===== src/sbpm_pkg.sv =====
// Shared types, codes and constants for the servo bus packet master.
`default_nettype none

package sbpm_pkg;

  // Operation codes of an input beat
  localparam logic [1:0] OP_MOVE = 2'd0;
  localparam logic [1:0] OP_READ = 2'd1;
  localparam logic [1:0] OP_RX   = 2'd2;
  localparam logic [1:0] OP_TICK = 2'd3;

  // Configuration register indexes
  localparam int CFG_IDX_W = 2;
  localparam logic [CFG_IDX_W-1:0] CFG_SERVO_ID    = 2'd0;
  localparam logic [CFG_IDX_W-1:0] CFG_DEFAULT_POS = 2'd1;
  localparam logic [CFG_IDX_W-1:0] CFG_SWING       = 2'd2;
  localparam int CFG_DATA_W = 12;

  // Register reset values
  localparam logic [7:0]  SERVO_ID_RST    = 8'd1;
  localparam logic [11:0] DEFAULT_POS_RST = 12'd2048;
  localparam logic [11:0] SWING_RST       = 12'd512;
  localparam logic [15:0] LAST_POS_RST    = 16'd2048;

  // Report status codes
  localparam logic [1:0] STATUS_FRESH   = 2'd0;
  localparam logic [1:0] STATUS_TIMEOUT = 2'd1;
  localparam logic [1:0] STATUS_BAD_HDR = 2'd2;

  // Result kinds
  localparam logic KIND_TX     = 1'b0;
  localparam logic KIND_REPORT = 1'b1;

  // Packet constants
  localparam logic [7:0]  PKT_HDR       = 8'hFF;
  localparam logic [7:0]  LEN_WRITE     = 8'h05;
  localparam logic [7:0]  LEN_READ      = 8'h04;
  localparam logic [7:0]  INSTR_WRITE   = 8'h03;
  localparam logic [7:0]  INSTR_READ    = 8'h02;
  localparam logic [7:0]  REG_GOAL_POS  = 8'h2A;
  localparam logic [7:0]  REG_PRES_POS  = 8'h38;
  localparam logic [7:0]  READ_SIZE     = 8'h02;
  localparam logic [11:0] POS_MAX       = 12'd4095;

  // Reply byte positions
  localparam int REPLY_CNT_W = 3;
  localparam logic [REPLY_CNT_W-1:0] RPL_HDR0 = 3'd0;
  localparam logic [REPLY_CNT_W-1:0] RPL_HDR1 = 3'd1;
  localparam logic [REPLY_CNT_W-1:0] RPL_ID   = 3'd2;
  localparam logic [REPLY_CNT_W-1:0] RPL_LEN  = 3'd3;
  localparam logic [REPLY_CNT_W-1:0] RPL_POSL = 3'd5;
  localparam logic [REPLY_CNT_W-1:0] RPL_POSH = 3'd6;
  localparam logic [REPLY_CNT_W-1:0] RPL_LAST = 3'd7;

  localparam int TICK_W = 8;
  localparam int TIMEOUT_TICKS_DEF = 3;
  localparam int QUEUE_DEPTH_DEF = 4;

  // Job kinds handed from front to back
  localparam logic [1:0] JOB_MOVE   = 2'd0;
  localparam logic [1:0] JOB_READ   = 2'd1;
  localparam logic [1:0] JOB_REPORT = 2'd2;

  typedef struct packed {
    logic [1:0]  operation;
    logic [11:0] position_cmd;
    logic [7:0]  rx_byte;
  } in_t;

  typedef struct packed {
    logic        kind;
    logic [7:0]  tx_byte;
    logic        last_byte;
    logic [15:0] position;
    logic [1:0]  status;
  } out_t;

  typedef struct packed {
    logic [1:0]  kind;
    logic [7:0]  servo_id;
    logic [15:0] position;
    logic [1:0]  status;
  } job_t;

endpackage

`default_nettype wire


===== src/sbpm_front.sv =====
// Front end: config registers, move clamping and reply collection; emits jobs.
`default_nettype none

module sbpm_front
  import sbpm_pkg::*;
#(
  parameter int TIMEOUT_TICKS = TIMEOUT_TICKS_DEF
) (
  input  wire logic                  clk,
  input  wire logic                  rst,
  input  wire logic                  accept,
  input  wire in_t                   request,
  input  wire logic                  cfg_write,
  input  wire logic [CFG_IDX_W-1:0]  cfg_index,
  input  wire logic [CFG_DATA_W-1:0] cfg_data,
  output logic                       job_push,
  output job_t                       job
);

  logic [7:0]             servo_id;
  logic [11:0]            default_pos;
  logic [11:0]            swing;

  logic                   awaiting;
  logic                   awaiting_next;
  logic [REPLY_CNT_W-1:0] reply_count;
  logic [REPLY_CNT_W-1:0] reply_count_next;
  logic [TICK_W-1:0]      tick_count;
  logic [TICK_W-1:0]      tick_count_next;
  logic                   header_ok;
  logic                   header_ok_next;
  logic [7:0]             pos_lo;
  logic [7:0]             pos_lo_next;
  logic [7:0]             pos_hi;
  logic [7:0]             pos_hi_next;
  logic [15:0]            last_pos;
  logic [15:0]            last_pos_next;

  logic [11:0]            win_lo;
  logic [12:0]            win_sum;
  logic [11:0]            win_hi;
  logic [11:0]            clamped;
  logic [TICK_W-1:0]      tick_inc;

  // Move window
  always_comb begin
    win_lo  = (default_pos > swing) ? default_pos - swing : 12'd0;
    win_sum = {1'b0, default_pos} + {1'b0, swing};
    win_hi  = (win_sum > {1'b0, POS_MAX}) ? POS_MAX : win_sum[11:0];
    clamped = request.position_cmd;
    if (clamped < win_lo) clamped = win_lo;
    if (clamped > win_hi) clamped = win_hi;
  end

  assign tick_inc = (tick_count != '1) ? tick_count + 1'b1 : tick_count;

  always_comb begin
    awaiting_next    = awaiting;
    reply_count_next = reply_count;
    tick_count_next  = tick_count;
    header_ok_next   = header_ok;
    pos_lo_next      = pos_lo;
    pos_hi_next      = pos_hi;
    last_pos_next    = last_pos;
    job_push         = 1'b0;
    job.kind         = JOB_MOVE;
    job.servo_id     = servo_id;
    job.position     = {4'd0, clamped};
    job.status       = STATUS_FRESH;

    if (accept) begin
      unique case (request.operation)
        OP_MOVE: begin
          job_push = 1'b1;
        end
        OP_READ: begin
          job_push         = 1'b1;
          job.kind         = JOB_READ;
          awaiting_next    = 1'b1;
          reply_count_next = '0;
          tick_count_next  = '0;
          header_ok_next   = 1'b1;
        end
        OP_RX: begin
          if (awaiting) begin
            unique case (reply_count)
              RPL_HDR0, RPL_HDR1: begin
                if (request.rx_byte != PKT_HDR) header_ok_next = 1'b0;
              end
              RPL_ID: begin
                if (request.rx_byte != servo_id) header_ok_next = 1'b0;
              end
              RPL_LEN: begin
                if (request.rx_byte != LEN_READ) header_ok_next = 1'b0;
              end
              RPL_POSL: pos_lo_next = request.rx_byte;
              RPL_POSH: pos_hi_next = request.rx_byte;
              default: ;
            endcase
            if (reply_count == RPL_LAST) begin
              job_push         = 1'b1;
              job.kind         = JOB_REPORT;
              awaiting_next    = 1'b0;
              reply_count_next = '0;
              tick_count_next  = '0;
              if (header_ok) begin
                last_pos_next = {pos_hi, pos_lo};
                job.position  = {pos_hi, pos_lo};
                job.status    = STATUS_FRESH;
              end else begin
                job.position = last_pos;
                job.status   = STATUS_BAD_HDR;
              end
            end else begin
              reply_count_next = reply_count + 1'b1;
            end
          end
        end
        OP_TICK: begin
          if (awaiting) begin
            tick_count_next = tick_inc;
            if (tick_inc >= TICK_W'(TIMEOUT_TICKS)) begin
              job_push         = 1'b1;
              job.kind         = JOB_REPORT;
              job.position     = last_pos;
              job.status       = STATUS_TIMEOUT;
              awaiting_next    = 1'b0;
              reply_count_next = '0;
              tick_count_next  = '0;
            end
          end
        end
        default: ;
      endcase
    end
  end

  always_ff @(posedge clk) begin
    if (rst) begin
      servo_id    <= SERVO_ID_RST;
      default_pos <= DEFAULT_POS_RST;
      swing       <= SWING_RST;
      awaiting    <= 1'b0;
      reply_count <= '0;
      tick_count  <= '0;
      header_ok   <= 1'b1;
      last_pos    <= LAST_POS_RST;
    end else begin
      awaiting    <= awaiting_next;
      reply_count <= reply_count_next;
      tick_count  <= tick_count_next;
      header_ok   <= header_ok_next;
      last_pos    <= last_pos_next;
      if (cfg_write) begin
        unique case (cfg_index)
          CFG_SERVO_ID:    servo_id    <= cfg_data[7:0];
          CFG_DEFAULT_POS: default_pos <= cfg_data;
          CFG_SWING:       swing       <= cfg_data;
          default: ;
        endcase
      end
    end
  end

  // Reply payload bytes; only read after being written in the same reply
  always_ff @(posedge clk) begin
    pos_lo <= pos_lo_next;
    pos_hi <= pos_hi_next;
  end

endmodule

`default_nettype wire


===== src/sbpm_job_queue.sv =====
// Small job queue between front end and packet back end.
`default_nettype none

module sbpm_job_queue
  import sbpm_pkg::*;
#(
  parameter int DEPTH = QUEUE_DEPTH_DEF
) (
  input  wire logic clk,
  input  wire logic rst,
  input  wire logic wr_en,
  input  wire job_t wr_job,
  input  wire logic rd_en,
  output job_t      rd_job,
  output logic      full,
  output logic      empty
);

  localparam int PTR_W = (DEPTH > 1) ? $clog2(DEPTH) : 1;
  localparam int CNT_W = $clog2(DEPTH + 1);

  job_t             mem [DEPTH];
  logic [PTR_W-1:0] wr_ptr;
  logic [PTR_W-1:0] rd_ptr;
  logic [CNT_W-1:0] count;
  logic             do_wr;
  logic             do_rd;

  assign full   = (count == CNT_W'(DEPTH));
  assign empty  = (count == '0);
  assign do_wr  = wr_en && !full;
  assign do_rd  = rd_en && !empty;
  assign rd_job = mem[rd_ptr];

  always_ff @(posedge clk) begin
    if (do_wr) mem[wr_ptr] <= wr_job;
  end

  always_ff @(posedge clk) begin
    if (rst) begin
      wr_ptr <= '0;
      rd_ptr <= '0;
      count  <= '0;
    end else begin
      if (do_wr) begin
        wr_ptr <= (wr_ptr == PTR_W'(DEPTH - 1)) ? '0 : wr_ptr + 1'b1;
      end
      if (do_rd) begin
        rd_ptr <= (rd_ptr == PTR_W'(DEPTH - 1)) ? '0 : rd_ptr + 1'b1;
      end
      if (do_wr && !do_rd) count <= count + 1'b1;
      else if (do_rd && !do_wr) count <= count - 1'b1;
    end
  end

endmodule

`default_nettype wire


===== src/sbpm_back.sv =====
// Back end: serializes jobs into packet bytes and reports, with checksum.
`default_nettype none

module sbpm_back
  import sbpm_pkg::*;
(
  input  wire logic clk,
  input  wire logic rst,
  input  wire job_t job,
  input  wire logic job_avail,
  output logic      job_pop,
  output out_t      result,
  output logic      empty,
  input  wire logic pop
);

  logic [3:0] idx;
  logic [7:0] sum;
  logic       out_valid;
  logic       advance;
  logic       beat_last;
  out_t       beat;

  assign empty   = !out_valid;
  assign advance = job_avail && (!out_valid || pop);
  assign job_pop = advance && beat_last;

  always_comb begin
    beat.kind      = KIND_TX;
    beat.tx_byte   = 8'd0;
    beat.last_byte = 1'b0;
    beat.position  = 16'd0;
    beat.status    = STATUS_FRESH;
    beat_last      = 1'b0;
    unique case (job.kind)
      JOB_MOVE: begin
        unique case (idx)
          4'd0, 4'd1: beat.tx_byte = PKT_HDR;
          4'd2:       beat.tx_byte = job.servo_id;
          4'd3:       beat.tx_byte = LEN_WRITE;
          4'd4:       beat.tx_byte = INSTR_WRITE;
          4'd5:       beat.tx_byte = REG_GOAL_POS;
          4'd6:       beat.tx_byte = job.position[7:0];
          4'd7:       beat.tx_byte = job.position[15:8];
          default: begin
            beat.tx_byte = ~sum;
            beat_last    = 1'b1;
          end
        endcase
      end
      JOB_READ: begin
        unique case (idx)
          4'd0, 4'd1: beat.tx_byte = PKT_HDR;
          4'd2:       beat.tx_byte = job.servo_id;
          4'd3:       beat.tx_byte = LEN_READ;
          4'd4:       beat.tx_byte = INSTR_READ;
          4'd5:       beat.tx_byte = REG_PRES_POS;
          4'd6:       beat.tx_byte = READ_SIZE;
          default: begin
            beat.tx_byte = ~sum;
            beat_last    = 1'b1;
          end
        endcase
      end
      default: begin
        beat.kind     = KIND_REPORT;
        beat.position = job.position;
        beat.status   = job.status;
        beat_last     = 1'b1;
      end
    endcase
    beat.last_byte = beat_last;
  end

  always_ff @(posedge clk) begin
    if (rst) begin
      idx       <= '0;
      sum       <= '0;
      out_valid <= 1'b0;
    end else begin
      if (advance) begin
        out_valid <= 1'b1;
        if (beat_last) begin
          idx <= '0;
          sum <= '0;
        end else begin
          idx <= idx + 1'b1;
          // checksum covers everything after the two header bytes
          if (idx >= 4'd2) sum <= sum + beat.tx_byte;
        end
      end else if (pop) begin
        out_valid <= 1'b0;
      end
    end
  end

  always_ff @(posedge clk) begin
    if (advance) result <= beat;
  end

endmodule

`default_nettype wire


===== src/servo_bus_packet_master.sv =====
// Top level of the servo bus packet master: front end, job queue, back end.
//
//  channel   handshake           payload
//  --------  ------------------  ------------------------------------------
//  request   push / full         in_t: operation, position_cmd, rx_byte
//  result    empty / pop         out_t: kind, tx_byte, last_byte, position,
//                                status
//  config    cfg_write           cfg_index, cfg_data (servo_id, default
//                                position, swing)
//
// A request beat is taken every cycle while the job queue has room. A move
// turns into 9 result beats, a read into 8, a finished or timed-out reply
// into one report; the back end emits one beat per cycle while a job waits and
// pop keeps up, so its byte counter sets the sustained rate. Bytes and ticks
// that produce no result are handled in the front end only. Reset is synchronous.
// A stalled pop holds the result register and, once the queue fills, raises full.
`default_nettype none

module servo_bus_packet_master
  import sbpm_pkg::*;
#(
  parameter int TIMEOUT_TICKS = TIMEOUT_TICKS_DEF,
  parameter int QUEUE_DEPTH   = QUEUE_DEPTH_DEF
) (
  input  wire logic                  clk,
  input  wire logic                  rst,
  input  wire logic                  push,
  output logic                       full,
  input  wire in_t                   request,
  output logic                       empty,
  input  wire logic                  pop,
  output out_t                       result,
  input  wire logic                  cfg_write,
  input  wire logic [CFG_IDX_W-1:0]  cfg_index,
  input  wire logic [CFG_DATA_W-1:0] cfg_data
);

  logic accept;
  logic job_push;
  job_t front_job;
  job_t head_job;
  logic job_pop;
  logic queue_empty;

  assign accept = push && !full;

  sbpm_front #(
    .TIMEOUT_TICKS(TIMEOUT_TICKS)
  ) u_front (
    .clk       (clk),
    .rst       (rst),
    .accept    (accept),
    .request   (request),
    .cfg_write (cfg_write),
    .cfg_index (cfg_index),
    .cfg_data  (cfg_data),
    .job_push  (job_push),
    .job       (front_job)
  );

  // Jobs only enter on accepted beats, and accepts need a free slot.
  sbpm_job_queue #(
    .DEPTH(QUEUE_DEPTH)
  ) u_queue (
    .clk    (clk),
    .rst    (rst),
    .wr_en  (job_push),
    .wr_job (front_job),
    .rd_en  (job_pop),
    .rd_job (head_job),
    .full   (full),
    .empty  (queue_empty)
  );

  sbpm_back u_back (
    .clk       (clk),
    .rst       (rst),
    .job       (head_job),
    .job_avail (!queue_empty),
    .job_pop   (job_pop),
    .result    (result),
    .empty     (empty),
    .pop       (pop)
  );

endmodule

`default_nettype wire

===== config.mk =====
export PLATFORM = sky130hd
export DESIGN_NAME = servo_bus_packet_master
export DESIGN_NICKNAME = d
export VERILOG_FILES = /design/src/sbpm_pkg.sv /design/src/sbpm_front.sv /design/src/sbpm_job_queue.sv /design/src/sbpm_back.sv /design/src/servo_bus_packet_master.sv
export SDC_FILE = /design/constraint.sdc
export NUM_CORES = 1
export LEC_CHECK = 0
export BUFFER_PORTS_ARGS = -buffer_cell sky130_fd_sc_hd__buf_2
export CELL_PAD_IN_SITES_DETAIL_PLACEMENT = 2
export CELL_PAD_IN_SITES_GLOBAL_PLACEMENT = 2
export CORE_ASPECT_RATIO = 1.4
export CORE_MARGIN = 1
export CORE_UTILIZATION = 30
export CTS_BUF_LIST = sky130_fd_sc_hd__clkbuf_16
export CTS_CLUSTER_DIAMETER = 40
export DETAILED_ROUTE_END_ITERATION = 10
export MAX_ROUTING_LAYER = met4
export PLACE_DENSITY_LB_ADDON = 0.2
export SETUP_SLACK_MARGIN = 0.1
export SYNTH_ARGS = -nofsm -noshare
export SYNTH_HDL_FRONTEND = slang
export SYNTH_HIERARCHICAL = 1
export SYNTH_SLANG_ARGS = --single-unit
export TNS_END_PERCENT = 100

===== constraint.sdc =====
create_clock -name clk -period 6.1 [get_ports clk]
set_input_delay 1.525 -clock clk [delete_from_list [all_inputs] [get_ports clk]]
set_output_delay 1.525 -clock clk [all_outputs]
set_load 0.005 [all_outputs]

==> results of run 1 <==
==> worst reg2reg max path, cell delays in order, from the launching register on <==
cell	delay, ps
sky130_fd_sc_hd__dfxtp_2	340
sky130_fd_sc_hd__inv_2	50
sky130_fd_sc_hd__ha_4	160
sky130_fd_sc_hd__fa_2	390
sky130_fd_sc_hd__nor2b_4	150
sky130_fd_sc_hd__o31a_4	160
sky130_fd_sc_hd__o31ai_2	80
sky130_fd_sc_hd__a21o_2	260
sky130_fd_sc_hd__buf_12	140
sky130_fd_sc_hd__or3_1	400
sky130_fd_sc_hd__ha_1	300
sky130_fd_sc_hd__and2_0	160
sky130_fd_sc_hd__a221o_1	390
sky130_fd_sc_hd__a31oi_4	220
sky130_fd_sc_hd__buf_4	160
sky130_fd_sc_hd__clkbuf_16	130
sky130_fd_sc_hd__mux2_4	320
sky130_fd_sc_hd__ha_1	310
sky130_fd_sc_hd__nand4_1	160
sky130_fd_sc_hd__or3_4	440
sky130_fd_sc_hd__o31a_1	160
sky130_fd_sc_hd__buf_4	160
sky130_fd_sc_hd__a221oi_2	220
sky130_fd_sc_hd__o211ai_1	130
sky130_fd_sc_hd__buf_4	170
==> metal layers <==
layer  vias to the layer above  routed length, um  GRT usage [%]
met2                       161              20600           34.3
met5                         -                  0              -
met1                      4632              15300           20.3
met3                        77               1100           2.51
met4                         0               1670           8.31
li1                       4318                  -              -
==> flip-flops by register name, indices dropped and copies added (netlist names), 2 cells and up, named ones only <==
| name | count |
|---|---|
| u_front/swing | 12 |
| u_queue/mem | 112 |
| u_front/tick_count | 8 |
| u_back/result | 28 |
| u_front/pos_hi | 8 |
| u_queue/wr_ptr | 2 |
| u_front/last_pos | 16 |
| u_back/idx | 4 |
| u_queue/rd_ptr | 2 |
| u_queue/count | 3 |
| u_front/reply_count | 3 |
| u_back/sum | 8 |
| u_front/default_pos | 12 |
| u_front/pos_lo | 8 |
| u_front/servo_id | 8 |
==> placed cells by master, fill, tap and decap left out, types with 16 or more instances in the layout <==
| cell | netlist | routed |
|---|---|---|
| sky130_fd_sc_hd__a21oi_1 | 84 | 80 |
| sky130_fd_sc_hd__a22oi_1 | 16 | 16 |
| sky130_fd_sc_hd__and2_1 | 27 | 27 |
| sky130_fd_sc_hd__buf_2 | 9 | 70 |
| sky130_fd_sc_hd__buf_4 | 1 | 36 |
| sky130_fd_sc_hd__clkbuf_16 | 0 | 35 |
| sky130_fd_sc_hd__dfxtp_1 | 83 | 76 |
| sky130_fd_sc_hd__edfxtp_1 | 156 | 156 |
| sky130_fd_sc_hd__ha_1 | 75 | 68 |
| sky130_fd_sc_hd__inv_1 | 64 | 65 |
| sky130_fd_sc_hd__mux4_2 | 28 | 28 |
| sky130_fd_sc_hd__nand2_1 | 117 | 116 |
| sky130_fd_sc_hd__nand3_1 | 20 | 18 |
| sky130_fd_sc_hd__nor2_1 | 90 | 88 |
| sky130_fd_sc_hd__nor3_1 | 21 | 21 |
| sky130_fd_sc_hd__o21ai_0 | 20 | 20 |
| sky130_fd_sc_hd__xnor2_1 | 19 | 19 |
==> worst min path at each step <==
stage,startpoint,end,slack (ps),depth (start not counted)
2_1_floorplan,u_front/tick_count[5],u_front/tick_count[5],420,1
4_1_cts,u_front/last_pos[2],u_front/last_pos[2],460,2
3_5_place_dp,u_front/last_pos[2],u_front/last_pos[2],450,2
6_report,u_front/last_pos[12],u_front/last_pos[12],460,2
3_3_place_gp,u_front/tick_count[6],u_front/tick_count[6],440,1
5_1_grt,u_front/last_pos[2],u_front/last_pos[2],480,2
==> cell families after synthesis <==
group	after synthesis	share of synthesized area (%)
AO/OA/AOI/OAI	240	13.9
XOR/XNOR	30	2.10
adder cells (fa/ha/maj)	79	8.13
buffers and inverters	118	4.19
flip-flops	239	50.7
multiplexers	45	6.48
AND/OR/NAND/NOR	370	14.5
==> cell type report <==
cell class	instances	share of cell area (%)
clock buffers	34	5.65
repair buffers	109	4.56
flip-flops and latches	239	42.2
inverters	70	1.89
multi-input cells	764	39.1
clock inverters	28	2.14
well taps	540	4.49
==> report_power, final <==
group	internal, mW	switching [mW]	total, mW
logic	0.677	0.997	1.67
clock network	1.23	0.808	2.04
registers	2.03	0.0981	2.13
total	3.94	1.90	5.84
==> stage by stage <==
step / std cells / hold slack [ps] / setup TNS, ps / area [sq um] / setup slack, ps
finish: 1784 / 460 / 0 / 15100 / 289
CTS: 1772 / 464 / 0 / 14800 / 101
floorplan: 1121 / 421 / 0 / 12500 / 597
global route: 1784 / 485 / 0 / 15100 / 57.3
detailed placement: 1708 / 452 / -7470 / 13500 / -287
global placement: 1708 / 437 / -5940 / 13500 / -214
==> repair_timing <==
item                       4_1_cts  5_1_grt
pin swaps                        5       17
gates resized for setup         10       37
setup endpoints to repair       48       48
cloned                           0        1
setup buffers                    2       11
==> report_table.html, run 1 <==
<table>
<tr><th>Metric</th><th>Value</th></tr>
<tr><th colspan="2">Cells and area</th></tr>
<tr><td>Antenna fix cells</td><td>0</td></tr>
<tr><td>Core utilization of the finished layout</td><td>36.6%</td></tr>
<tr><td>Filler cell count</td><td>between 4k and 5k</td></tr>
<tr><td>Layout cell share with drive strength beyond 1</td><td>22.0%</td></tr>
<tr><td>Area used by multi-input combinational logic</td><td>a little under 0.006 sq mm</td></tr>
<tr><td>Area occupied by registers</td><td>0.00635 sq mm</td></tr>
<tr><td>Total number of nets in the final design</td><td>roughly 1.3k</td></tr>
<tr><td>Area growth syn-to-layout</td><td>20.2%</td></tr>
<tr><th colspan="2">Clock tree</th></tr>
<tr><td>Buffer cell driving the clock tree root</td><td>sky130_fd_sc_hd__clkbuf_16</td></tr>
<tr><td>Number of buffers created by CTS</td><td>34</td></tr>
<tr><td>Clock sink count</td><td>239</td></tr>
<tr><td>Number of hold-repair buffers added at the cts stage</td><td>0</td></tr>
<tr><td>H-tree depth</td><td>2</td></tr>
<tr><td>Clk_lat worst skew</td><td>~540 ps</td></tr>
<tr><td>Clk buf depth</td><td>3</td></tr>
<tr><td>CTS tree</td><td>built</td></tr>
<tr><td>CTS clock-pin slew for the worst setup and hold paths</td><td>roughly 60 ps</td></tr>
<tr><th colspan="2">Critical path</th></tr>
<tr><td>Slowest CP cell</td><td>sky130_fd_sc_hd__or3_4</td></tr>
<tr><td>Startpoint type of the worst setup path</td><td>flop</td></tr>
<tr><td>CP Launch Point</td><td>u_front/default_pos[0]</td></tr>
<tr><td>Worst setup path end</td><td>u_queue/mem[0][12]</td></tr>
<tr><td>R2r endpoint</td><td>u_queue/mem[0][12]</td></tr>
<tr><td>Most common cell type on the critical path</td><td>sky130_fd_sc_hd__buf_4</td></tr>
<tr><td>Number of buffer and inverter instances along the worst setup path</td><td>6</td></tr>
<tr><td>Number of cell instances on the worst register-to-register path</td><td>24</td></tr>
<tr><td>Required time at the endpoint of the critical path</td><td>about 6400 ps</td></tr>
<tr><td>Arrival time worst endpoint</td><td>about 6100 ps</td></tr>
<tr><td>Startpoint of the lowest-slack register-to-register path</td><td>u_front/default_pos[0]</td></tr>
<tr><td>Crit end category</td><td>flop</td></tr>
<tr><td>Cell family with most CP delay</td><td>compound AO/OA/AOI/OAI gates</td></tr>
<tr><td>Ordered list of cells on the worst path</td><td>inv_2 -&gt; ha_4 -&gt; fa_2 -&gt; nor2b_4 -&gt; o31a_4 -&gt; o31ai_2 -&gt; a21o_2 -&gt; buf_12 -&gt; or3_1 -&gt; ha_1 -&gt; and2_0 -&gt; a221o_1 -&gt; a31oi_4 -&gt; buf_4 -&gt; clkbuf_16 -&gt; mux2_4 -&gt; ha_1 -&gt; nand4_1 -&gt; or3_4 -&gt; o31a_1 -&gt; buf_4 -&gt; a221oi_2 -&gt; o211ai_1 -&gt; buf_4</td></tr>
<tr><td>Type of the setup path with the least slack</td><td>flop to flop</td></tr>
<tr><td>Reg-to-reg setup timing slack</td><td>a little under 300 ps</td></tr>
<tr><td>CP Max Fanout</td><td>6</td></tr>
<tr><td>Highest cell delay on the worst timing path</td><td>~440 ps</td></tr>
<tr><td>Crit. path cell count</td><td>24</td></tr>
<tr><th colspan="2">Yosys</th></tr>
<tr><td>Synth area leader</td><td>sky130_fd_sc_hd__edfxtp_1</td></tr>
<tr><td>Most common cell in the synthesized netlist</td><td>sky130_fd_sc_hd__edfxtp_1</td></tr>
<tr><td>Async S/R FF share, synth</td><td>0%</td></tr>
<tr><td>Share of the synthesized area in the top cell type</td><td>37.4%</td></tr>
<tr><td>Number of synthesized register bits</td><td>between 200 and 250</td></tr>
<tr><td>Per-instance average area after synthesis</td><td>~11 sq um</td></tr>
<tr><td>Count of flip-flops with a built-in enable after synthesis</td><td>roughly 160</td></tr>
<tr><td>Unique cell type count in the Yosys netlist</td><td>101</td></tr>
<tr><td>Ranking of synthesized cells by instance count</td><td>sky130_fd_sc_hd__edfxtp_1 (156), sky130_fd_sc_hd__nand2_1 (117), sky130_fd_sc_hd__nor2_1 (90)</td></tr>
<tr><td>Number of warning messages in the yosys log</td><td>6</td></tr>
<tr><td>Syn nets</td><td>1241</td></tr>
<tr><td>Post-synthesis instance area</td><td>~0.013 sq mm</td></tr>
<tr><td>Register area share after synthesis</td><td>about half</td></tr>
<tr><td>Top FF cell, synth</td><td>sky130_fd_sc_hd__edfxtp_1</td></tr>
<tr><td>Cell types with the largest area share after synthesis</td><td>sky130_fd_sc_hd__edfxtp_1 (37%), sky130_fd_sc_hd__dfxtp_1 (13%), sky130_fd_sc_hd__ha_1 (7.5%)</td></tr>
<tr><td>Cells after Synth</td><td>~1.1k</td></tr>
<tr><th colspan="2">GRT</th></tr>
<tr><td>GRT Total Usage</td><td>a little under a fifth</td></tr>
<tr><td>Wire length of the first global-routing pass</td><td>59700 um</td></tr>
<tr><td>Via count of the first global-routing pass</td><td>approximately 10k</td></tr>
<tr><td>Maximum number of pins on one net before global-route repair</td><td>54</td></tr>
<tr><td>Number of antenna violations at the first check in global routing</td><td>0</td></tr>
<tr><td>Total overflow reported by the global router</td><td>0</td></tr>
<tr><th colspan="2">Power and ir drop</th></tr>
<tr><td>Max VDD drop</td><td>0.164 mV</td></tr>
<tr><td>Sum of internal, switching and leakage power</td><td>roughly 5.8 mW</td></tr>
<tr><td>Static leakage power</td><td>5.57 nW</td></tr>
<tr><td>Power density over the cells</td><td>between 300 and 400 mW/mm^2</td></tr>
<tr><th colspan="2">Route</th></tr>
<tr><td>First-pass detailed-route iteration total</td><td>4</td></tr>
<tr><td>Routed wire length</td><td>roughly 39000 um</td></tr>
<tr><td>DRC Markers</td><td>0</td></tr>
<tr><td>Vias after detailed routing</td><td>9188</td></tr>
<tr><td>Vias per inst</td><td>roughly 5.2</td></tr>
<tr><td>Post-DR wirelength/cell</td><td>about 22 um</td></tr>
<tr><td>Violation count after the first detailed-route iteration</td><td>330</td></tr>
<tr><td>Post-route ant nets</td><td>0</td></tr>
<tr><th colspan="2">Place</th></tr>
<tr><td>Final estimated routing congestion in global placement</td><td>approximately 0.85</td></tr>
<tr><td>Detailed placer's ending HPWL</td><td>~29000 um</td></tr>
<tr><td>Number of port buffers</td><td>70</td></tr>
<tr><th colspan="2">Floorplan</th></tr>
<tr><td>Initial core utilization</td><td>a little under a third</td></tr>
<tr><td>Row Count</td><td>between 80 and 90</td></tr>
<tr><td>Number of ports placed on the die boundary</td><td>71</td></tr>
<tr><td>Die span in y</td><td>244 um</td></tr>
<tr><td>Area of the die</td><td>about 0.043 sq mm</td></tr>
<tr><td>Area of the core</td><td>around 0.041 sq mm</td></tr>
<tr><td>Die X-Extent</td><td>175 um</td></tr>
<tr><th colspan="2">STA</th></tr>
<tr><td>Worst slew margin relative to its limit</td><td>a little over two fifths</td></tr>
<tr><td>Max-slew violation count</td><td>0</td></tr>
<tr><td>Fmax</td><td>about 170 MHz</td></tr>
<tr><td>Setup repair after global routing missed its margin</td><td>no</td></tr>
<tr><td>Clock period minus final worst setup slack</td><td>just under 6000 ps</td></tr>
<tr><td>Endpoints failing hold</td><td>0</td></tr>
<tr><td>Clock tree skew after final layout</td><td>30.6 ps</td></tr>
<tr><td>Final critical-path share of the clock period</td><td>95.3%</td></tr>
<tr><td>Worst-margin pin slew</td><td>851 ps</td></tr>
<tr><td>Count of final setup violators</td><td>0</td></tr>
<tr><th colspan="2">Run status</th></tr>
<tr><td>Status</td><td>completed</td></tr>
<tr><th colspan="2">Hold path</th></tr>
<tr><td>Tightest Hold Check Type</td><td>flop to flop</td></tr>
<tr><th colspan="2">Flow run</th></tr>
<tr><td>Maxcap violations</td><td>0</td></tr>
</table>
(Power assumes the default switching activity.)
==> run 2, diff against run 1 <==
--- a/config.mk
+++ b/config.mk
@@ -8,7 +8,7 @@
 export BUFFER_PORTS_ARGS = -buffer_cell sky130_fd_sc_hd__buf_2
-export CELL_PAD_IN_SITES_DETAIL_PLACEMENT = 2
-export CELL_PAD_IN_SITES_GLOBAL_PLACEMENT = 2
+export CELL_PAD_IN_SITES_DETAIL_PLACEMENT = 0
+export CELL_PAD_IN_SITES_GLOBAL_PLACEMENT = 1
 export CORE_ASPECT_RATIO = 1.4
 export CORE_MARGIN = 1
-export CORE_UTILIZATION = 30
+export CORE_UTILIZATION = 40
 export CTS_BUF_LIST = sky130_fd_sc_hd__clkbuf_16
==> constraint.sdc (replaced) <==
create_clock -name clk -period 6.1 [get_ports clk]
set_input_delay 0.305 -clock clk [delete_from_list [all_inputs] [get_ports clk]]
set_output_delay 0.305 -clock clk [all_outputs]
set_load 0.005 [all_outputs]
==> run 2 against run 1 <==
Compared with the run above:
- global-route usage rose by 2.5 points
- clock skew decreased by 15 ps
- clock power down 12%
- via count is 3.5% lower
- sequential share of layout area increased by 0.78 points
- fmax is 0.61% lower
- first-iteration DRC count is 32% higher
- final cell count down 8.2%
- critical path type unchanged
- critical endpoint is now u_queue/mem[1][12]
- largest power group unchanged
==> report_table.html, run 2 (synthesis gave the netlist of run 1 again) <==
<table>
<tr><th>Metric</th><th>Value</th></tr>
<tr><th colspan="2">Run status</th></tr>
<tr><td>Status</td><td>completed</td></tr>
<tr><th colspan="2">Place</th></tr>
<tr><td>Final estimated routing congestion in global placement</td><td>0.884 (+4.0%)</td></tr>
<tr><td>Number of port buffers</td><td>70 (unchanged)</td></tr>
<tr><td>Instance area after placement</td><td>0.0134 sq mm (-1.0%)</td></tr>
<tr><td>Detailed placer's ending HPWL</td><td>24100 um (-17%)</td></tr>
<tr><th colspan="2">Floorplan</th></tr>
<tr><td>Die X-Extent</td><td>152 um (-13%)</td></tr>
<tr><td>Area of the core</td><td>0.0308 sq mm (-25%)</td></tr>
<tr><td>Number of ports placed on the die boundary</td><td>71 (unchanged)</td></tr>
<tr><td>Row Count</td><td>76 (-14%)</td></tr>
<tr><td>Die span in y</td><td>211 um (-13%)</td></tr>
<tr><td>Area of the die</td><td>0.0320 sq mm (-25%)</td></tr>
<tr><td>Initial core utilization</td><td>40.7% (+10 points)</td></tr>
<tr><th colspan="2">GRT</th></tr>
<tr><td>Maximum number of pins on one net before global-route repair</td><td>72 (+33%)</td></tr>
<tr><td>Via count of the first global-routing pass</td><td>8827 (-13%)</td></tr>
<tr><td>Wire length of the first global-routing pass</td><td>50000 um (-16%)</td></tr>
<tr><td>Number of antenna violations at the first check in global routing</td><td>0 (unchanged)</td></tr>
<tr><td>Total overflow reported by the global router</td><td>0 (unchanged)</td></tr>
<tr><td>GRT Total Usage</td><td>21.4% (+2.5 points)</td></tr>
<tr><th colspan="2">Hold path</th></tr>
<tr><td>Tightest Hold Check Type</td><td>primary input to flop</td></tr>
<tr><th colspan="2">Cells and area</th></tr>
<tr><td>Most common library cell in the layout ignoring fill and taps</td><td>sky130_fd_sc_hd__edfxtp_1</td></tr>
<tr><td>Antenna fix cells</td><td>0 (unchanged)</td></tr>
<tr><td>Top Registers</td><td>u_queue/mem (112), u_back/result (28), u_front/last_pos (16)</td></tr>
<tr><td>Final instance area</td><td>0.0148 sq mm (-1.9%)</td></tr>
<tr><td>Layout cell share with drive strength beyond 1</td><td>21.3% (-0.69 points)</td></tr>
<tr><td>Total number of nets in the final design</td><td>1344 (+0.45%)</td></tr>
<tr><td>Largest register by flop count</td><td>u_queue/mem</td></tr>
<tr><td>Commonest cells after routing, fill and taps aside</td><td>sky130_fd_sc_hd__edfxtp_1 (156), sky130_fd_sc_hd__nand2_1 (116), sky130_fd_sc_hd__nor2_1 (86)</td></tr>
<tr><td>Area growth syn-to-layout</td><td>17.9%</td></tr>
<tr><td>Filler cell count</td><td>2878 (-35%)</td></tr>
<tr><td>Max reg flops</td><td>112 (unchanged)</td></tr>
<tr><th colspan="2">Critical path</th></tr>
<tr><td>Ordered list of cells on the worst path</td><td>ha_2 -&gt; fa_2 -&gt; nor2b_4 -&gt; o2111a_1 -&gt; or3_4 -&gt; a2111o_1 -&gt; o211ai_1 -&gt; nand2_1 -&gt; ha_1 -&gt; and2_0 -&gt; a221o_1 -&gt; a31oi_4 -&gt; buf_4 -&gt; nor2b_1 -&gt; a31oi_2 -&gt; inv_1 -&gt; ha_1 -&gt; nand4_1 -&gt; or3_4 -&gt; o31a_1 -&gt; buf_4 -&gt; a221oi_2 -&gt; o211ai_1</td></tr>
<tr><td>Crit end category</td><td>flop</td></tr>
<tr><td>Highest cell delay on the worst timing path</td><td>460 ps (+20 ps)</td></tr>
<tr><td>Slowest CP cell</td><td>sky130_fd_sc_hd__or3_4</td></tr>
<tr><td>Cell family with most CP delay</td><td>compound AO/OA/AOI/OAI gates</td></tr>
<tr><td>Startpoint type of the worst setup path</td><td>flop</td></tr>
<tr><td>Number of buffer and inverter instances along the worst setup path</td><td>3 (-3)</td></tr>
<tr><td>Arrival time worst endpoint</td><td>6090 ps (about the same)</td></tr>
<tr><td>Reg-to-reg setup timing slack</td><td>250 ps (-40 ps)</td></tr>
<tr><td>CP Max Fanout</td><td>5 (-1)</td></tr>
<tr><td>Type of the setup path with the least slack</td><td>flop to flop</td></tr>
<tr><td>Required time at the endpoint of the critical path</td><td>6350 ps (-20 ps)</td></tr>
<tr><th colspan="2">Power and ir drop</th></tr>
<tr><td>Max VDD drop</td><td>0.219 mV (+33%)</td></tr>
<tr><td>Sum of internal, switching and leakage power</td><td>5.53 mW (-5.3%)</td></tr>
<tr><td>Static leakage power</td><td>5.52 nW (-0.87%)</td></tr>
<tr><td>Power density over the cells</td><td>374 mW/mm^2 (-3.5%)</td></tr>
<tr><th colspan="2">Clock tree</th></tr>
<tr><td>CTS tree</td><td>built</td></tr>
<tr><td>H-tree depth</td><td>1 (-1)</td></tr>
<tr><td>CTS clock-pin slew for the worst setup and hold paths</td><td>70 ps (about the same)</td></tr>
<tr><td>Clock sink count</td><td>239 (unchanged)</td></tr>
<tr><td>Clk_lat worst skew</td><td>560 ps (+20 ps)</td></tr>
<tr><td>Number of buffers created by CTS</td><td>30 (-12%)</td></tr>
<tr><td>Clk buf depth</td><td>3 (unchanged)</td></tr>
<tr><td>Buffer cell driving the clock tree root</td><td>sky130_fd_sc_hd__clkbuf_16</td></tr>
<tr><th colspan="2">STA</th></tr>
<tr><td>Worst slew margin relative to its limit</td><td>42.3% (-0.86 points)</td></tr>
<tr><td>Clock tree skew after final layout</td><td>15.1 ps (-15.4 ps)</td></tr>
<tr><td>Final critical-path share of the clock period</td><td>95.8% (+0.58 points)</td></tr>
<tr><td>Max-slew violation count</td><td>0 (unchanged)</td></tr>
<tr><td>Setup repair after global routing missed its margin</td><td>no</td></tr>
<tr><td>Clock period minus final worst setup slack</td><td>5850 ps (+35.4 ps)</td></tr>
<tr><td>Count of final setup violators</td><td>0 (unchanged)</td></tr>
<tr><td>Endpoints failing hold</td><td>0 (unchanged)</td></tr>
<tr><td>Fmax</td><td>171 MHz (-0.61%)</td></tr>
<tr><td>Worst-margin pin slew</td><td>858 ps (+7.43 ps)</td></tr>
<tr><th colspan="2">Route</th></tr>
<tr><td>Post-DR wirelength/cell</td><td>19.8 um (-8.3%)</td></tr>
<tr><td>Vias after detailed routing</td><td>8868 (-3.5%)</td></tr>
<tr><td>First-pass detailed-route iteration total</td><td>4 (unchanged)</td></tr>
<tr><td>DRC Markers</td><td>0 (unchanged)</td></tr>
<tr><td>Vias per inst</td><td>5.42 (+5.2%)</td></tr>
<tr><td>Post-route ant nets</td><td>0 (unchanged)</td></tr>
<tr><td>Routed wire length</td><td>32500 um (-16%)</td></tr>
<tr><td>Violation count after the first detailed-route iteration</td><td>435 (+32%)</td></tr>
<tr><th colspan="2">Flow run</th></tr>
<tr><td>Maxcap violations</td><td>0 (unchanged)</td></tr>
</table>
[run 2: stage by stage]
| stage | utilization (%) | setup WS, ps | cells | hold WS (ps) | TNS [ps] |
|---|---|---|---|---|---|
| after CTS | 47.2 | 8.07 | 1628 | 2.67 | 0 |
| after detailed placement | 43.4 | -251 | 1565 | 440 | -4630 |
| after global routing | 47.9 | 50.9 | 1637 | 16.2 | 0 |
| after global placement | 43.4 | -210 | 1565 | 436 | -3780 |
| final | 47.9 | 254 | 1637 | 21.5 | 0 |
| after floorplan | - | 597 | 1121 | 384 | 0 |
[run 2: cell type report]
cell class	instances	area, sq um	area share (%)
flip-flops and latches	239	6350	43.0
multi-input cells	764	5860	39.6
clock buffers	31	776	5.25
repair buffers	119	754	5.11
well taps	390	488	3.30
inverters	70	284	1.92
clock inverters	24	262	1.77
[run 2: path summary, 6_finish.rpt]
kind                             start  cells past startpoint                    to
hold reg to reg   u_front/last_pos[13]                      2  u_front/last_pos[13]
setup / recovery      u_front/swing[0]                     23    u_queue/mem[1][12]
setup reg to reg      u_front/swing[0]                     23    u_queue/mem[1][12]
hold / removal             cfg_data[1]                      3      u_front/swing[1]
[run 2: tightest hold or removal path, stage by stage]
cell and delay [ps]:
sky130_fd_sc_hd__buf_2 130, sky130_fd_sc_hd__nand2_1 60, sky130_fd_sc_hd__a21oi_1 50
[run 2: timing repair]
item                       4_1_cts  5_1_grt
pin swaps                        1       14
resized for setup                6       35
cloned                           0        0
buffers inserted                 0        9
hold endpoints to repair        14        0
setup endpoints to repair       40       48
hold buffers                     8        0
[run 2: layer usage]
layer	vias up	wire length, um	GRT usage [%]
li1	4335	-	-
met1	4288	13200	24.4
met2	178	16900	37.4
met3	67	1020	2.50
met4	0	1330	9.42
met5	-	0	-
[run 2: power breakdown]
part           switching [mW]  internal (mW)  total (mW)
Combinational           0.949          0.669        1.62
Clock                   0.751           1.04        1.79
Sequential             0.0885           2.03        2.12
==> run 3, diff against run 2 <==
Settings changed: CELL_PAD_IN_SITES_DETAIL_PLACEMENT 0 to 1, GPL_TIMING_DRIVEN set to 0.
==> run 3 against run 2 <==
Compared with the run above:
- core utilization grew 2.0 points
- first-iteration DRC count down 19%
- non-clock buffer count rose by 41
- flip-flop and latch count unchanged
- global-route usage up 2.3 points
- final cell count rose by 2.6%
- hold slack improved by 6.0 ps
- critical endpoint is now u_queue/mem[3][11]
- largest power group unchanged
==> report_table.html, run 3 (synthesis gave the netlist of run 1 again) <==
<table>
<tr><th>Metric</th><th>Value</th></tr>
<tr><th colspan="2">STA</th></tr>
<tr><td>Final critical-path setup slack</td><td>204 ps (-50.1 ps)</td></tr>
<tr><td>Setup repair after global routing missed its margin</td><td>yes</td></tr>
<tr><td>Max-slew violation count</td><td>0 (unchanged)</td></tr>
<tr><td>Worst slew margin relative to its limit</td><td>19.1% (-23 points)</td></tr>
<tr><td>Endpoints failing hold</td><td>0 (unchanged)</td></tr>
<tr><td>Clock period minus final worst setup slack</td><td>5900 ps (+50.1 ps)</td></tr>
<tr><td>Clock tree skew after final layout</td><td>15.0 ps (-0.168 ps)</td></tr>
<tr><td>Final critical-path share of the clock period</td><td>96.7% (+0.82 points)</td></tr>
<tr><td>Count of final setup violators</td><td>0 (unchanged)</td></tr>
<tr><td>Fmax</td><td>170 MHz (-0.85%)</td></tr>
<tr><td>Worst-margin pin slew</td><td>1210 ps (+354 ps)</td></tr>
<tr><th colspan="2">Cells and area</th></tr>
<tr><td>Max reg flops</td><td>112 (unchanged)</td></tr>
<tr><td>Most common library cell in the layout ignoring fill and taps</td><td>sky130_fd_sc_hd__edfxtp_1</td></tr>
<tr><td>Total number of nets in the final design</td><td>1386 (+3.1%)</td></tr>
<tr><td>Filler cell count</td><td>3351 (+16%)</td></tr>
<tr><td>Final non-filler cell total</td><td>1680 (+2.6%)</td></tr>
<tr><td>Antenna fix cells</td><td>0 (unchanged)</td></tr>
<tr><td>Largest register by flop count</td><td>u_queue/mem</td></tr>
<tr><td>Top Registers</td><td>u_queue/mem (112), u_back/result (28), u_front/last_pos (16)</td></tr>
<tr><td>Area growth syn-to-layout</td><td>22.8%</td></tr>
<tr><td>Commonest cells after routing, fill and taps aside</td><td>sky130_fd_sc_hd__edfxtp_1 (156), sky130_fd_sc_hd__nand2_1 (114), sky130_fd_sc_hd__nor2_1 (85)</td></tr>
<tr><td>Layout cell share with drive strength beyond 1</td><td>24.5% (+3.2 points)</td></tr>
<tr><td>Final instance area</td><td>0.0154 sq mm (+4.1%)</td></tr>
<tr><th colspan="2">Critical path</th></tr>
<tr><td>CP Launch Point</td><td>u_front/default_pos[0]</td></tr>
<tr><td>Arrival time worst endpoint</td><td>6200 ps (+110 ps)</td></tr>
<tr><td>Most common cell type on the critical path</td><td>sky130_fd_sc_hd__buf_4</td></tr>
<tr><td>Startpoint type of the worst setup path</td><td>flop</td></tr>
<tr><td>CP Max Fanout</td><td>5 (unchanged)</td></tr>
<tr><td>Startpoint of the lowest-slack register-to-register path</td><td>u_front/default_pos[0]</td></tr>
<tr><td>Highest cell delay on the worst timing path</td><td>420 ps (-40 ps)</td></tr>
<tr><td>Type of the setup path with the least slack</td><td>flop to flop</td></tr>
<tr><td>Required time at the endpoint of the critical path</td><td>6400 ps (+50 ps)</td></tr>
<tr><td>Slowest CP cell</td><td>sky130_fd_sc_hd__a2111oi_4</td></tr>
<tr><td>Crit end category</td><td>flop</td></tr>
<tr><td>Reg-to-reg setup timing slack</td><td>200 ps (-50 ps)</td></tr>
<tr><th colspan="2">GRT</th></tr>
<tr><td>Wire length of the first global-routing pass</td><td>55300 um (+11%)</td></tr>
<tr><td>Number of antenna violations at the first check in global routing</td><td>0 (unchanged)</td></tr>
<tr><td>Via count of the first global-routing pass</td><td>9798 (+11%)</td></tr>
<tr><td>GRT Total Usage</td><td>23.7% (+2.3 points)</td></tr>
<tr><td>Total overflow reported by the global router</td><td>0 (unchanged)</td></tr>
<tr><td>Maximum number of pins on one net before global-route repair</td><td>33 (-54%)</td></tr>
<tr><th colspan="2">Clock tree</th></tr>
<tr><td>Buffer cell driving the clock tree root</td><td>sky130_fd_sc_hd__clkbuf_16</td></tr>
<tr><td>Clk_lat worst skew</td><td>560 ps (about the same)</td></tr>
<tr><td>Clk buf depth</td><td>3 (unchanged)</td></tr>
<tr><td>CTS clock-pin slew for the worst setup and hold paths</td><td>60 ps (about the same)</td></tr>
<tr><td>Clock sink count</td><td>239 (unchanged)</td></tr>
<tr><td>H-tree depth</td><td>1 (unchanged)</td></tr>
<tr><td>CTS tree</td><td>built</td></tr>
<tr><td>Number of buffers created by CTS</td><td>31 (+3.3%)</td></tr>
<tr><th colspan="2">Place</th></tr>
<tr><td>Pre-CTS setup slack</td><td>-827 ps (-576 ps)</td></tr>
<tr><td>Number of port buffers</td><td>70 (unchanged)</td></tr>
<tr><td>Instance area after placement</td><td>0.0134 sq mm (-0.10%)</td></tr>
<tr><td>Cell Count Post-Placement</td><td>1581 (+1.0%)</td></tr>
<tr><td>Detailed placer's ending HPWL</td><td>26400 um (+9.5%)</td></tr>
<tr><td>Final estimated routing congestion in global placement</td><td>0.922 (+4.3%)</td></tr>
<tr><th colspan="2">Hold path</th></tr>
<tr><td>Hold Startpoint</td><td>cfg_data[3]</td></tr>
<tr><td>Tightest Hold Check Type</td><td>primary input to flop</td></tr>
<tr><th colspan="2">Route</th></tr>
<tr><td>Post-route ant nets</td><td>0 (unchanged)</td></tr>
<tr><td>Vias after detailed routing</td><td>9333 (+5.2%)</td></tr>
<tr><td>First-pass detailed-route iteration total</td><td>5 (+1)</td></tr>
<tr><td>Post-DR wirelength/cell</td><td>21.6 um (+8.8%)</td></tr>
<tr><td>DRC Markers</td><td>0 (unchanged)</td></tr>
<tr><td>Routed wire length</td><td>36200 um (+12%)</td></tr>
<tr><td>Vias per inst</td><td>5.56 (+2.5%)</td></tr>
<tr><td>Violation count after the first detailed-route iteration</td><td>352 (-19%)</td></tr>
<tr><th colspan="2">Floorplan</th></tr>
<tr><td>Die span in y</td><td>211 um (unchanged)</td></tr>
<tr><td>Area of the die</td><td>0.0320 sq mm (unchanged)</td></tr>
<tr><td>Row Count</td><td>76 (unchanged)</td></tr>
<tr><td>Die X-Extent</td><td>152 um (unchanged)</td></tr>
<tr><td>Area of the core</td><td>0.0308 sq mm (unchanged)</td></tr>
<tr><td>Initial core utilization</td><td>40.7% (unchanged)</td></tr>
<tr><td>Number of ports placed on the die boundary</td><td>71 (unchanged)</td></tr>
<tr><th colspan="2">Power and ir drop</th></tr>
<tr><td>Part of the total power dissipated in the clock network</td><td>31.3% (-1.1 points)</td></tr>
<tr><td>Switching power summed over all nets</td><td>1.89 mW (+5.7%)</td></tr>
<tr><td>Power Internal</td><td>3.87 mW (+3.6%)</td></tr>
<tr><td>Max VDD drop</td><td>0.214 mV (-2.1%)</td></tr>
<tr><td>Sequential share of power</td><td>36.7% (-1.6 points)</td></tr>
<tr><td>Switching share of power</td><td>32.8% (+0.45 points)</td></tr>
<tr><td>Combinational cell fraction of total power</td><td>32.0% (+2.8 points)</td></tr>
<tr><td>Power density over the cells</td><td>375 mW/mm^2 (+0.14%)</td></tr>
<tr><td>Static leakage power</td><td>5.70 nW (+3.3%)</td></tr>
<tr><th colspan="2">Run status</th></tr>
<tr><td>Status</td><td>completed</td></tr>
<tr><th colspan="2">Flow run</th></tr>
<tr><td>Maxcap violations</td><td>0 (unchanged)</td></tr>
</table>
==> run 3: cell types whose count changed in the layout (fill, tap and decap cells not counted), sizes merged <==
cell      before  now
clkbuf        31   59
buf          111  124
inv           77   81
clkinv        11    9
bufinv         3    4
clkinvlp       3    2
==> run 3: per-layer routing <==
metal	GRT usage [%]	share of wire, %	vias up
met2	43.4	54	180
met1	25.4	38	4649
li1	-	-	4425
met5	-	0	-
met4	10.7	4.6	0
met3	2.24	2.6	79
==> run 3: repair_timing <==
action / in CTS / in global routing
gates resized for setup: 34 / 88
setup endpoints to repair: 48 / 48
endpoints found under the hold margin: 14 / 0
cloned: 1 / 0
setup buffers: 16 / 19
hold buffers: 8 / 0
pin swaps: 14 / 39
==> run 3: worst max-delay path: cells and delay by family (launching register included) <==
family,cells,cell delay [ps]
flip-flops,1,380
AO/OA/AOI/OAI,10,1930
buffers and inverters,8,1010
adder cells (fa/ha/maj),4,1020
AND/OR/NAND/NOR,6,1270
==> run 3: final timing paths <==
path | end | cells after the start
min | u_front/swing[3] | 3
max reg2reg | u_queue/mem[3][11] | 28
max | u_queue/mem[3][11] | 28
min reg2reg | u_front/tick_count[6] | 1
==> run 3: through the flow <==
stage / util, % / hold slack [ps] / TNS (ps) / total power [mW]
2_1_floorplan: - / 384 / 0 / 3.19
3_3_place_gp: 43.4 / 435 / -23600 / 3.69
3_5_place_dp: 43.4 / 442 / -28650 / 3.74
4_1_cts: 48.0 / 0.472 / 0 / 5.68
5_1_grt: 49.9 / 22.1 / -59.5 / 6.07
6_report: 49.9 / 27.5 / 0 / 5.77
==> run 3: power by group through the flow <==
| stage | Clock [mW] | Sequential (mW) | Combinational [mW] |
|---|---|---|---|
| 2_1_floorplan | 0 | 2.14 | 1.05 |
| 3_3_place_gp | 0 | 2.14 | 1.55 |
| 3_5_place_dp | 0 | 2.15 | 1.58 |
| 4_1_cts | 1.85 | 2.12 | 1.71 |
| 5_1_grt | 1.91 | 2.14 | 2.02 |
| 6_report | 1.80 | 2.12 | 1.85 |
==> run 3: layout make-up <==
| cell class | instances | area (sq um) | area share [%] |
|---|---|---|---|
| Buffer | 46 | 250 | 1.63 |
| Sequential cell | 239 | 6360 | 41.4 |
| Clock buffer | 31 | 776 | 5.04 |
| Multi-Input combinational cell | 764 | 6230 | 40.5 |
| Tap cell | 390 | 488 | 3.17 |
| Clock inverter | 26 | 256 | 1.67 |
| Timing Repair Buffer | 114 | 728 | 4.74 |
| Inverter | 70 | 287 | 1.86 |
